`config.mk`:
```
export PLATFORM = sky130hd
export DESIGN_NAME = periodic_task_dispatch_timer
export DESIGN_NICKNAME = d
export VERILOG_FILES = /design/src/hw/rtl/ptd_pkg.sv /design/src/hw/rtl/ptd_cnt_mem.sv /design/src/hw/rtl/ptd_scan_ctrl.sv /design/src/hw/rtl/periodic_task_dispatch_timer.sv
export SDC_FILE = /design/constraint.sdc
export NUM_CORES = 1
export LEC_CHECK = 0
export BUFFER_PORTS_ARGS = -buffer_cell sky130_fd_sc_hd__buf_2
export CORE_MARGIN = 1
export CORE_UTILIZATION = 60
export CTS_CLUSTER_SIZE = 12
export DETAILED_ROUTE_END_ITERATION = 6
export GPL_ROUTABILITY_DRIVEN = 0
export GPL_TIMING_DRIVEN = 1
export PLACE_DENSITY = 0.79
export SETUP_SLACK_MARGIN = 0.5
export SLEW_MARGIN = 20
export SYNTH_ARGS = -nofsm -noshare
export SYNTH_HDL_FRONTEND = slang
export SYNTH_SLANG_ARGS = --single-unit
```
`constraint.sdc`:
```
create_clock -name clk_i -period 7.95 [get_ports clk_i]
set_clock_uncertainty 0.15 [all_clocks]
set_input_delay 1.59 -clock clk_i [delete_from_list [all_inputs] [get_ports clk_i]]
set_output_delay 1.59 -clock clk_i [all_outputs]
set_load 0.05 [all_outputs]
```
`src/hw/rtl/ptd_pkg.sv`:
```
// Shared types and constants for the periodic task dispatch timer.
`timescale 1ns / 1ps

package ptd_pkg;

  localparam int unsigned ChMax = 8;
  localparam int unsigned ChW   = 3;
  localparam int unsigned CntW  = 8;
  localparam int unsigned PinW  = 6;
  localparam int unsigned PscW  = 4;
  localparam int unsigned CfgIdxW = 4;

  typedef logic [ChMax-1:0][CntW-1:0] period_arr_t;

  // Countdown values after reset: staggered primes.
  localparam period_arr_t StartCount = {8'd19, 8'd17, 8'd13, 8'd11,
                                        8'd7,  8'd5,  8'd3,  8'd2};
  // Period register reset values.
  localparam period_arr_t PeriodRst  = {8'd60, 8'd50, 8'd40, 8'd30,
                                        8'd20, 8'd10, 8'd10, 8'd10};

  typedef enum logic [1:0] {
    ST_IDLE,
    ST_SCAN,
    ST_FINISH
  } scan_state_e;

  // Access to the countdown memory.
  typedef struct packed {
    logic            rd_en;
    logic [ChW-1:0]  rd_addr;
    logic            wr_en;
    logic [ChW-1:0]  wr_addr;
    logic [CntW-1:0] wr_data;
  } mem_req_t;

  // One result beat from the scan controller.
  typedef struct packed {
    logic             valid;
    logic             scan_done;
    logic [ChMax-1:0] mask;
    logic [PinW-1:0]  pins;
  } result_t;

  typedef struct packed {
    logic busy;
  } ctrl_status_t;

endpackage

```
`src/hw/rtl/ptd_cnt_mem.sv`:
```
// Countdown memory: one write port, one registered read port, per-entry valid bits.
`timescale 1ns / 1ps

module ptd_cnt_mem (
  input  logic                     clk_i,
  input  logic                     rst_ni,
  input  ptd_pkg::mem_req_t        req_i,
  output logic [ptd_pkg::CntW-1:0] rd_data_o
);
  import ptd_pkg::*;

  logic [CntW-1:0]  mem_q [ChMax];
  logic [ChMax-1:0] vld_q;
  logic [CntW-1:0]  rd_data_q;

  // Entries not yet written read as their start value.
  always_ff @(posedge clk_i or negedge rst_ni) begin
    if (!rst_ni) begin
      vld_q <= '0;
    end else if (req_i.wr_en) begin
      vld_q[req_i.wr_addr] <= 1'b1;
    end
  end

  always_ff @(posedge clk_i) begin
    if (req_i.wr_en) begin
      mem_q[req_i.wr_addr] <= req_i.wr_data;
    end
  end

  always_ff @(posedge clk_i) begin
    if (req_i.rd_en) begin
      rd_data_q <= vld_q[req_i.rd_addr] ? mem_q[req_i.rd_addr]
                                         : StartCount[req_i.rd_addr];
    end
  end

  assign rd_data_o = rd_data_q;

endmodule

```
`src/hw/rtl/ptd_scan_ctrl.sv`:
```
// Prescaler and channel scan sequencer: read, decrement or reload, write back.
`timescale 1ns / 1ps

module ptd_scan_ctrl #(
  parameter int unsigned NUM_CHANNELS   = 8,
  parameter int unsigned TICKS_PER_SCAN = 10
) (
  input  logic                     clk_i,
  input  logic                     rst_ni,
  input  logic                     in_valid_i,
  input  logic                     tick_i,
  input  logic                     slot_free_i,
  output logic                     in_stall_o,
  input  ptd_pkg::period_arr_t     period_i,
  input  logic [ptd_pkg::CntW-1:0] rd_data_i,
  output ptd_pkg::mem_req_t        req_o,
  output ptd_pkg::result_t         res_o,
  output ptd_pkg::ctrl_status_t    status_o
);
  import ptd_pkg::*;

  localparam logic [ChW:0]  NumCh = (ChW+1)'(NUM_CHANNELS);
  localparam logic [PscW:0] Tps   = (PscW+1)'(TICKS_PER_SCAN);

  scan_state_e      st_q, st_d;
  logic [PscW-1:0]  presc_q, presc_d;
  logic [ChW:0]     cnt_q, cnt_d;
  logic             pend_q, pend_d;
  logic [ChW-1:0]   pidx_q, pidx_d;
  logic [ChMax-1:0] mask_q, mask_d;
  logic [PinW-1:0]  pin_q, pin_d;
  logic [PscW:0]    presc_nxt;
  logic [CntW-1:0]  dec;
  logic             accept;

  always_ff @(posedge clk_i or negedge rst_ni) begin
    if (!rst_ni) begin
      st_q    <= ST_IDLE;
      presc_q <= '0;
      cnt_q   <= '0;
      pend_q  <= 1'b0;
      pidx_q  <= '0;
      mask_q  <= '0;
      pin_q   <= '0;
    end else begin
      st_q    <= st_d;
      presc_q <= presc_d;
      cnt_q   <= cnt_d;
      pend_q  <= pend_d;
      pidx_q  <= pidx_d;
      mask_q  <= mask_d;
      pin_q   <= pin_d;
    end
  end

  always_comb begin
    st_d    = st_q;
    presc_d = presc_q;
    cnt_d   = cnt_q;
    pend_d  = 1'b0;
    pidx_d  = pidx_q;
    mask_d  = mask_q;
    pin_d   = pin_q;
    req_o   = '0;
    res_o   = '0;
    res_o.pins = pin_q;
    presc_nxt  = {1'b0, presc_q} + (PscW+1)'(1);
    dec        = rd_data_i - CntW'(1);
    in_stall_o = (st_q != ST_IDLE) || !slot_free_i;
    accept     = in_valid_i && !in_stall_o;

    case (st_q)
      ST_IDLE: begin
        if (accept) begin
          if (tick_i && (presc_nxt >= Tps)) begin
            presc_d = '0;
            cnt_d   = '0;
            mask_d  = '0;
            st_d    = ST_SCAN;
          end else begin
            if (tick_i) begin
              presc_d = presc_nxt[PscW-1:0];
            end
            res_o.valid = 1'b1;
          end
        end
      end
      ST_SCAN: begin
        // Issue a read for channel cnt while channel pidx is updated.
        req_o.rd_en   = (cnt_q < NumCh);
        req_o.rd_addr = cnt_q[ChW-1:0];
        pend_d        = req_o.rd_en;
        if (req_o.rd_en) begin
          pidx_d = cnt_q[ChW-1:0];
          cnt_d  = cnt_q + (ChW+1)'(1);
        end
        if (pend_q && (rd_data_i != '0)) begin
          req_o.wr_en   = 1'b1;
          req_o.wr_addr = pidx_q;
          if (dec == '0) begin
            req_o.wr_data  = period_i[pidx_q];
            mask_d[pidx_q] = 1'b1;
            if (pidx_q >= ChW'(2)) begin
              pin_d[pidx_q - ChW'(2)] = ~pin_q[pidx_q - ChW'(2)];
            end
          end else begin
            req_o.wr_data = dec;
          end
        end
        if (!req_o.rd_en && !pend_q) begin
          st_d = ST_FINISH;
        end
      end
      ST_FINISH: begin
        if (slot_free_i) begin
          res_o.valid     = 1'b1;
          res_o.scan_done = 1'b1;
          res_o.mask      = mask_q;
          st_d            = ST_IDLE;
        end
      end
      default: begin
        st_d = ST_IDLE;
      end
    endcase
  end

  assign status_o.busy = (st_q != ST_IDLE);

endmodule

```
`src/hw/rtl/periodic_task_dispatch_timer.sv`:
```
// Top level of the periodic task dispatch timer: period registers, output register.
`timescale 1ns / 1ps

// Usage
// - Input channel (in_valid_i / in_stall_o / tick_i): one beat per base tick
//   slot. tick_i = 1 advances the prescaler; tick_i = 0 passes no time.
// - Output channel (out_valid_o / out_stall_i): exactly one result beat per
//   input beat, carrying scan_done_o, fired_mask_o and pin_levels_o.
// - Config channel (cfg_valid_i / cfg_ready_o): writes period register
//   cfg_index_i (0..7); indexes 8 and up are dropped. Always ready.
// Result path
// - A beat that does not end a prescale period lands in the output register
//   in the cycle after acceptance.
// - A beat that ends the period runs a scan through the countdown memory,
//   one channel read per cycle with write-back in the following cycle; the
//   result enters the output register from the finish state once the slot
//   is free. One item is in flight at a time.
// Reset: countdowns return to 2,3,5,...,19 (via per-entry valid bits, no
//   clearing pass), periods to their defaults, prescaler and pins to zero.
// Stall: a stalled result holds in the output register and in_stall_o stays
//   high until it drains.
module periodic_task_dispatch_timer #(
  parameter int unsigned NUM_CHANNELS   = 8,
  parameter int unsigned TICKS_PER_SCAN = 10
) (
  input  logic                        clk_i,
  input  logic                        rst_ni,
  input  logic                        in_valid_i,
  output logic                        in_stall_o,
  input  logic                        tick_i,
  output logic                        out_valid_o,
  input  logic                        out_stall_i,
  output logic                        scan_done_o,
  output logic [ptd_pkg::ChMax-1:0]   fired_mask_o,
  output logic [ptd_pkg::PinW-1:0]    pin_levels_o,
  input  logic                        cfg_valid_i,
  output logic                        cfg_ready_o,
  input  logic [ptd_pkg::CfgIdxW-1:0] cfg_index_i,
  input  logic [ptd_pkg::CntW-1:0]    cfg_data_i
);
  import ptd_pkg::*;

  period_arr_t     period_q;
  mem_req_t        mem_req;
  logic [CntW-1:0] rd_data;
  result_t         res;
  ctrl_status_t    status;
  logic            slot_free;

  logic             out_valid_q;
  logic             scan_done_q;
  logic [ChMax-1:0] mask_q;
  logic [PinW-1:0]  pins_q;

  // Period registers; writes beyond the register list are ignored.
  assign cfg_ready_o = 1'b1;

  always_ff @(posedge clk_i or negedge rst_ni) begin
    if (!rst_ni) begin
      period_q <= PeriodRst;
    end else if (cfg_valid_i && cfg_ready_o && (cfg_index_i < CfgIdxW'(ChMax))) begin
      period_q[cfg_index_i[ChW-1:0]] <= cfg_data_i;
    end
  end

  ptd_cnt_mem u_cnt_mem (
    .clk_i     (clk_i),
    .rst_ni    (rst_ni),
    .req_i     (mem_req),
    .rd_data_o (rd_data)
  );

  // Output slot is free when empty or being drained this cycle.
  assign slot_free = !out_valid_q || !out_stall_i;

  ptd_scan_ctrl #(
    .NUM_CHANNELS   (NUM_CHANNELS),
    .TICKS_PER_SCAN (TICKS_PER_SCAN)
  ) u_scan_ctrl (
    .clk_i       (clk_i),
    .rst_ni      (rst_ni),
    .in_valid_i  (in_valid_i),
    .tick_i      (tick_i),
    .slot_free_i (slot_free),
    .in_stall_o  (in_stall_o),
    .period_i    (period_q),
    .rd_data_i   (rd_data),
    .req_o       (mem_req),
    .res_o       (res),
    .status_o    (status)
  );

  // Output register.
  always_ff @(posedge clk_i or negedge rst_ni) begin
    if (!rst_ni) begin
      out_valid_q <= 1'b0;
    end else if (res.valid) begin
      out_valid_q <= 1'b1;
    end else if (!out_stall_i) begin
      out_valid_q <= 1'b0;
    end
  end

  always_ff @(posedge clk_i) begin
    if (res.valid) begin
      scan_done_q <= res.scan_done;
      mask_q      <= res.mask;
      pins_q      <= res.pins;
    end
  end

  assign out_valid_o  = out_valid_q;
  assign scan_done_o  = scan_done_q;
  assign fired_mask_o = mask_q;
  assign pin_levels_o = pins_q;

  // A result without a scan never reports fired channels.
  a_no_scan_no_fire: assert property (@(posedge clk_i) disable iff (!rst_ni)
    (out_valid_o && !scan_done_o) |-> (fired_mask_o == '0))
    else $error("fired mask set without a scan");

  // Channels above the configured count never fire.
  a_unused_quiet: assert property (@(posedge clk_i) disable iff (!rst_ni)
    out_valid_o |-> ((fired_mask_o >> NUM_CHANNELS) == '0))
    else $error("unused channel fired");

  // No new beat is taken while a scan is running.
  a_busy_stalls: assert property (@(posedge clk_i) disable iff (!rst_ni)
    status.busy |-> in_stall_o)
    else $error("input accepted during scan");

  // The output register is never overwritten while a beat is stalled in it.
  a_no_overwrite: assert property (@(posedge clk_i) disable iff (!rst_ni)
    (out_valid_q && out_stall_i) |-> !res.valid)
    else $error("stalled result overwritten");

endmodule

```
==> flow_metrics.env <==
export IMPL_power_switching_w=0.00114
export IMPL_r2r_end="u_cnt_mem.mem_q[5][6]"
export IMPL_tns_ns=0
export IMPL_synth_top_area_frac=0.308
export IMPL_crit_path_end_kind="primary output"
export IMPL_swShare=0.333
export IMPL_grt_overflow_total=0
export IMPL_cts_setup_buffers=0
export IMPL_drtIter0Drc=450
export IMPL_rows=43
export IMPL_ys_seq_area_frac=0.609
export IMPL_die_h_um=121
export IMPL_cp_required_ns=6.21
export IMPL_p_per_area_nw_per_um2=359
export IMPL_timing_rr_start="u_cnt_mem.rd_data_o[0]"
export IMPL_yosysTopAreaCell="edfxtp_1"
export IMPL_intPower_w=0.00228
export IMPL_cts_sinks=188
export IMPL_synth_area_um2=8480
export IMPL_start_kind="input pin"
export IMPL_wl_per_cell_um=20.9
export IMPL_synth_warning_count=0
export IMPL_via_per_inst=6.22
export IMPL_maxCapViolCount=0
export IMPL_ctsResizeCount=0
export IMPL_hold_depth=1
export IMPL_syn_inst=613
export IMPL_first_global_vias=5492
export IMPL_min_to="u_cnt_mem.vld_q[6]"
export IMPL_hold_violations=0
export IMPL_min_period_over_period=0.545
export IMPL_arrival_ns=2.59
export IMPL_grt_antenna_before_repair=0
export IMPL_routed_wl_um=17500
export IMPL_root_buffer="clkbuf_16"
export IMPL_cts_hold_buf=0
export IMPL_die_area_um2=14600
export IMPL_slew_headroom=0.269
export IMPL_pwr_share_seq=0.425
export IMPL_antenna_cells=0
export IMPL_whs_ns=0.320
export IMPL_synthArstFlopShare=0.537
export IMPL_numPortBuffers=34
export IMPL_cts_tree="built"
export IMPL_setup_viol=0
export IMPL_vias=5201
export IMPL_rr_worst_depth=7
export IMPL_outcome="finished, final reports clean"
export IMPL_p_leak_nw=3.84
export IMPL_grt_pass1_wl_um=28800
export IMPL_layout_nets=675
export IMPL_die_w_um=121
export IMPL_combPwrFrac=0.302
export IMPL_synth_nets=645
export IMPL_initial_core_util=0.614
export IMPL_min_period_ns=4.33
export IMPL_final_area_um2=9510
export IMPL_max_freq_mhz=231
export IMPL_area_delta_synth_final_pct=12.0
export IMPL_clock_path_buffers=2
export IMPL_clkTransAtPathRegs_ns=0.07
export IMPL_crit_type="input pin to primary output"
export IMPL_synth_lib_cells_used_distinct=60
export IMPL_htreeDepth=4
export IMPL_clk_latency_ns=0.43
export IMPL_hold_path_class="flop to flop"
export IMPL_final_antenna_net_count=0
export IMPL_core_um2=13800
export IMPL_rsz0062_at_grt="false"
export IMPL_drt_pass1_iterations=5
export IMPL_dpl_cell_area_um2=8840
export IMPL_ys_flop_type="edfxtp_1"
export IMPL_maxSlewViolCount=0
export IMPL_worstMarginPinSlew_ns=1.09
export IMPL_ys_seq_elements=188
export IMPL_ir_drop_v=0.000206
export IMPL_pwr_share_clk=0.273
export IMPL_drive_gt1_frac=0.316
export IMPL_fillers=914
export IMPL_avgSynthCellArea_um2=13.8
export IMPL_reg2reg_slack_ns=3.94
export IMPL_numCtsBuffers=17
export IMPL_hp_start="u_cnt_mem.vld_q[6]"
export IMPL_grt_use_total=0.269
export IMPL_hpwl_um=11300
export IMPL_crit_start="out_stall_i"
export IMPL_post_route_drc_count=0
export IMPL_total_power_w=0.00342
export IMPL_synth_area_leaders="edfxtp_1 (31%), dfrtp_1 (24%), mux2_2 (9.2%)"
export IMPL_synth_edff_count=87
export IMPL_io_pins=36
export IMPL_grt_max_degree=66
export IMPL_critPathMaxFanout=12
==> registers in the layout, indices dropped and copies added (netlist names) <==
| register | cells |
|---|---|
| u_scan_ctrl.presc_q | 4 |
| u_scan_ctrl.st_q | 2 |
| pin_levels_o | 6 |
| u_scan_ctrl.mask_q | 8 |
| u_scan_ctrl.pin_q | 6 |
| u_cnt_mem.vld_q | 8 |
| scan_done_o | 1 |
| period_q | 64 |
| u_scan_ctrl.pidx_q | 3 |
| out_valid_o | 1 |
| u_scan_ctrl.pend_q | 1 |
| u_cnt_mem.mem_q | 64 |
| u_cnt_mem.rd_data_o | 8 |
| fired_mask_o | 8 |
| u_scan_ctrl.cnt_q | 4 |
==> power groups by stage <==
stage / Sequential [W] / Clock (W) / Combinational [W]
final: 0.00145 / 0.000931 / 0.00103
after global routing: 0.00148 / 0.000978 / 0.00113
after CTS: 0.00145 / 0.000941 / 0.00103
after detailed placement: 0.00146 / 0 / 0.00102
after global placement: 0.00145 / 0 / 0.000979
after floorplan: 0.00146 / 0 / 0.000746
==> stage by stage <==
step           std cells  setup WS (ns)  utilization
5_1_grt              836           3.50        0.687
2_1_floorplan        613           3.88            -
6_report             836           3.62        0.687
4_1_cts              836           3.61        0.687
3_5_place_dp         804           3.61        0.639
3_3_place_gp         804           3.70        0.639
==> Yosys cell counts, types with 3 or more instances <==
cell,instances
mux4_2,23
nand4_1,8
nor4_1,3
and2_1,3
buf_1,3
mux2_1,5
or2_2,9
ha_1,14
or3_1,3
a21oi_1,18
a31oi_1,4
nand3_1,8
xnor2_1,3
o31ai_1,4
nor3_1,10
a41oi_1,7
dfrtp_1,80
nand2_1,63
xor2_1,3
and3_1,10
nor2_1,23
edfxtp_1,87
a31o_2,3
o21ai_0,12
buf_2,4
mux2i_1,14
nor3b_1,5
nor2b_1,7
nand2b_1,5
inv_1,13
a311o_1,3
dfstp_2,21
clkbuf_1,22
mux2_2,69
nand3b_1,5
a211oi_1,5
==> final cells by class <==
cell class	instances	area, um2	share of cell area
sequential	188	5170	0.544
multi-input combinational	378	3160	0.332
clock buffer	23	510	0.0537
timing repair buffer	42	233	0.0245
tap	180	225	0.0237
clock inverter	9	154	0.0162
inverter	16	60.1	0.00632
==> layout by cell type (no fill, tap or decap), types with 5 or more instances in the layout <==
cell        n
mux4_2     23
and3_1     10
dfrtp_1    80
buf_2      33
inv_1      13
nand2b_1    5
nand3b_1    5
mux2_1      5
mux2i_1    14
or2_2       9
o21ai_0    12
ha_1       14
buf_4       9
nor2b_1     7
dfstp_2    21
nor3_1      6
a211oi_1    5
mux2_2     69
nand2_1    63
nand4_1     8
a41oi_1     7
clkbuf_16  19
nand3_1     8
nor2_1     22
edfxtp_1   87
a21oi_1    18
==> how the worst max path moves through the flow <==
stage	end	slack (ns)	cells after the start
after floorplan	in_stall_o	3.88	3
after global placement	in_stall_o	3.70	4
after detailed placement	in_stall_o	3.61	4
after CTS	in_stall_o	3.61	4
after global routing	in_stall_o	3.50	4
final	in_stall_o	3.62	4
==> worst max-delay path: stages <==
cell and delay [ns]:
buf_2 0.10, a21oi_1 0.56, nand2b_1 0.10, buf_2 0.23
==> routing by layer <==
layer | vias up | part of all wire | track usage
met5 | - | 0 | 0
met4 | 0 | 0.028 | 0.117
met3 | 43 | 0.052 | 0.0620
met2 | 187 | 0.51 | 0.442
met1 | 2631 | 0.41 | 0.344
li1 | 2340 | - | -
==> cell families (layout without fill, tap and decap cells) <==
| kind of cell | count (synthesis) | count (layout) | share of synthesized area |
|---|---|---|---|
| muxes | 111 | 111 | 0.176 |
| DFF | 188 | 188 | 0.609 |
| xor gates and xnor gates | 6 | 6 | 0.00619 |
| and+or+nand+nor | 171 | 171 | 0.104 |
| AOI/OAI and AO/OA | 75 | 75 | 0.0615 |
| adders and majority gates | 14 | 14 | 0.0206 |
| other | 1 | 1 | 0.000442 |
| buffers and inverters | 47 | 90 | 0.0223 |
Power figures use the tool's default switching activity.
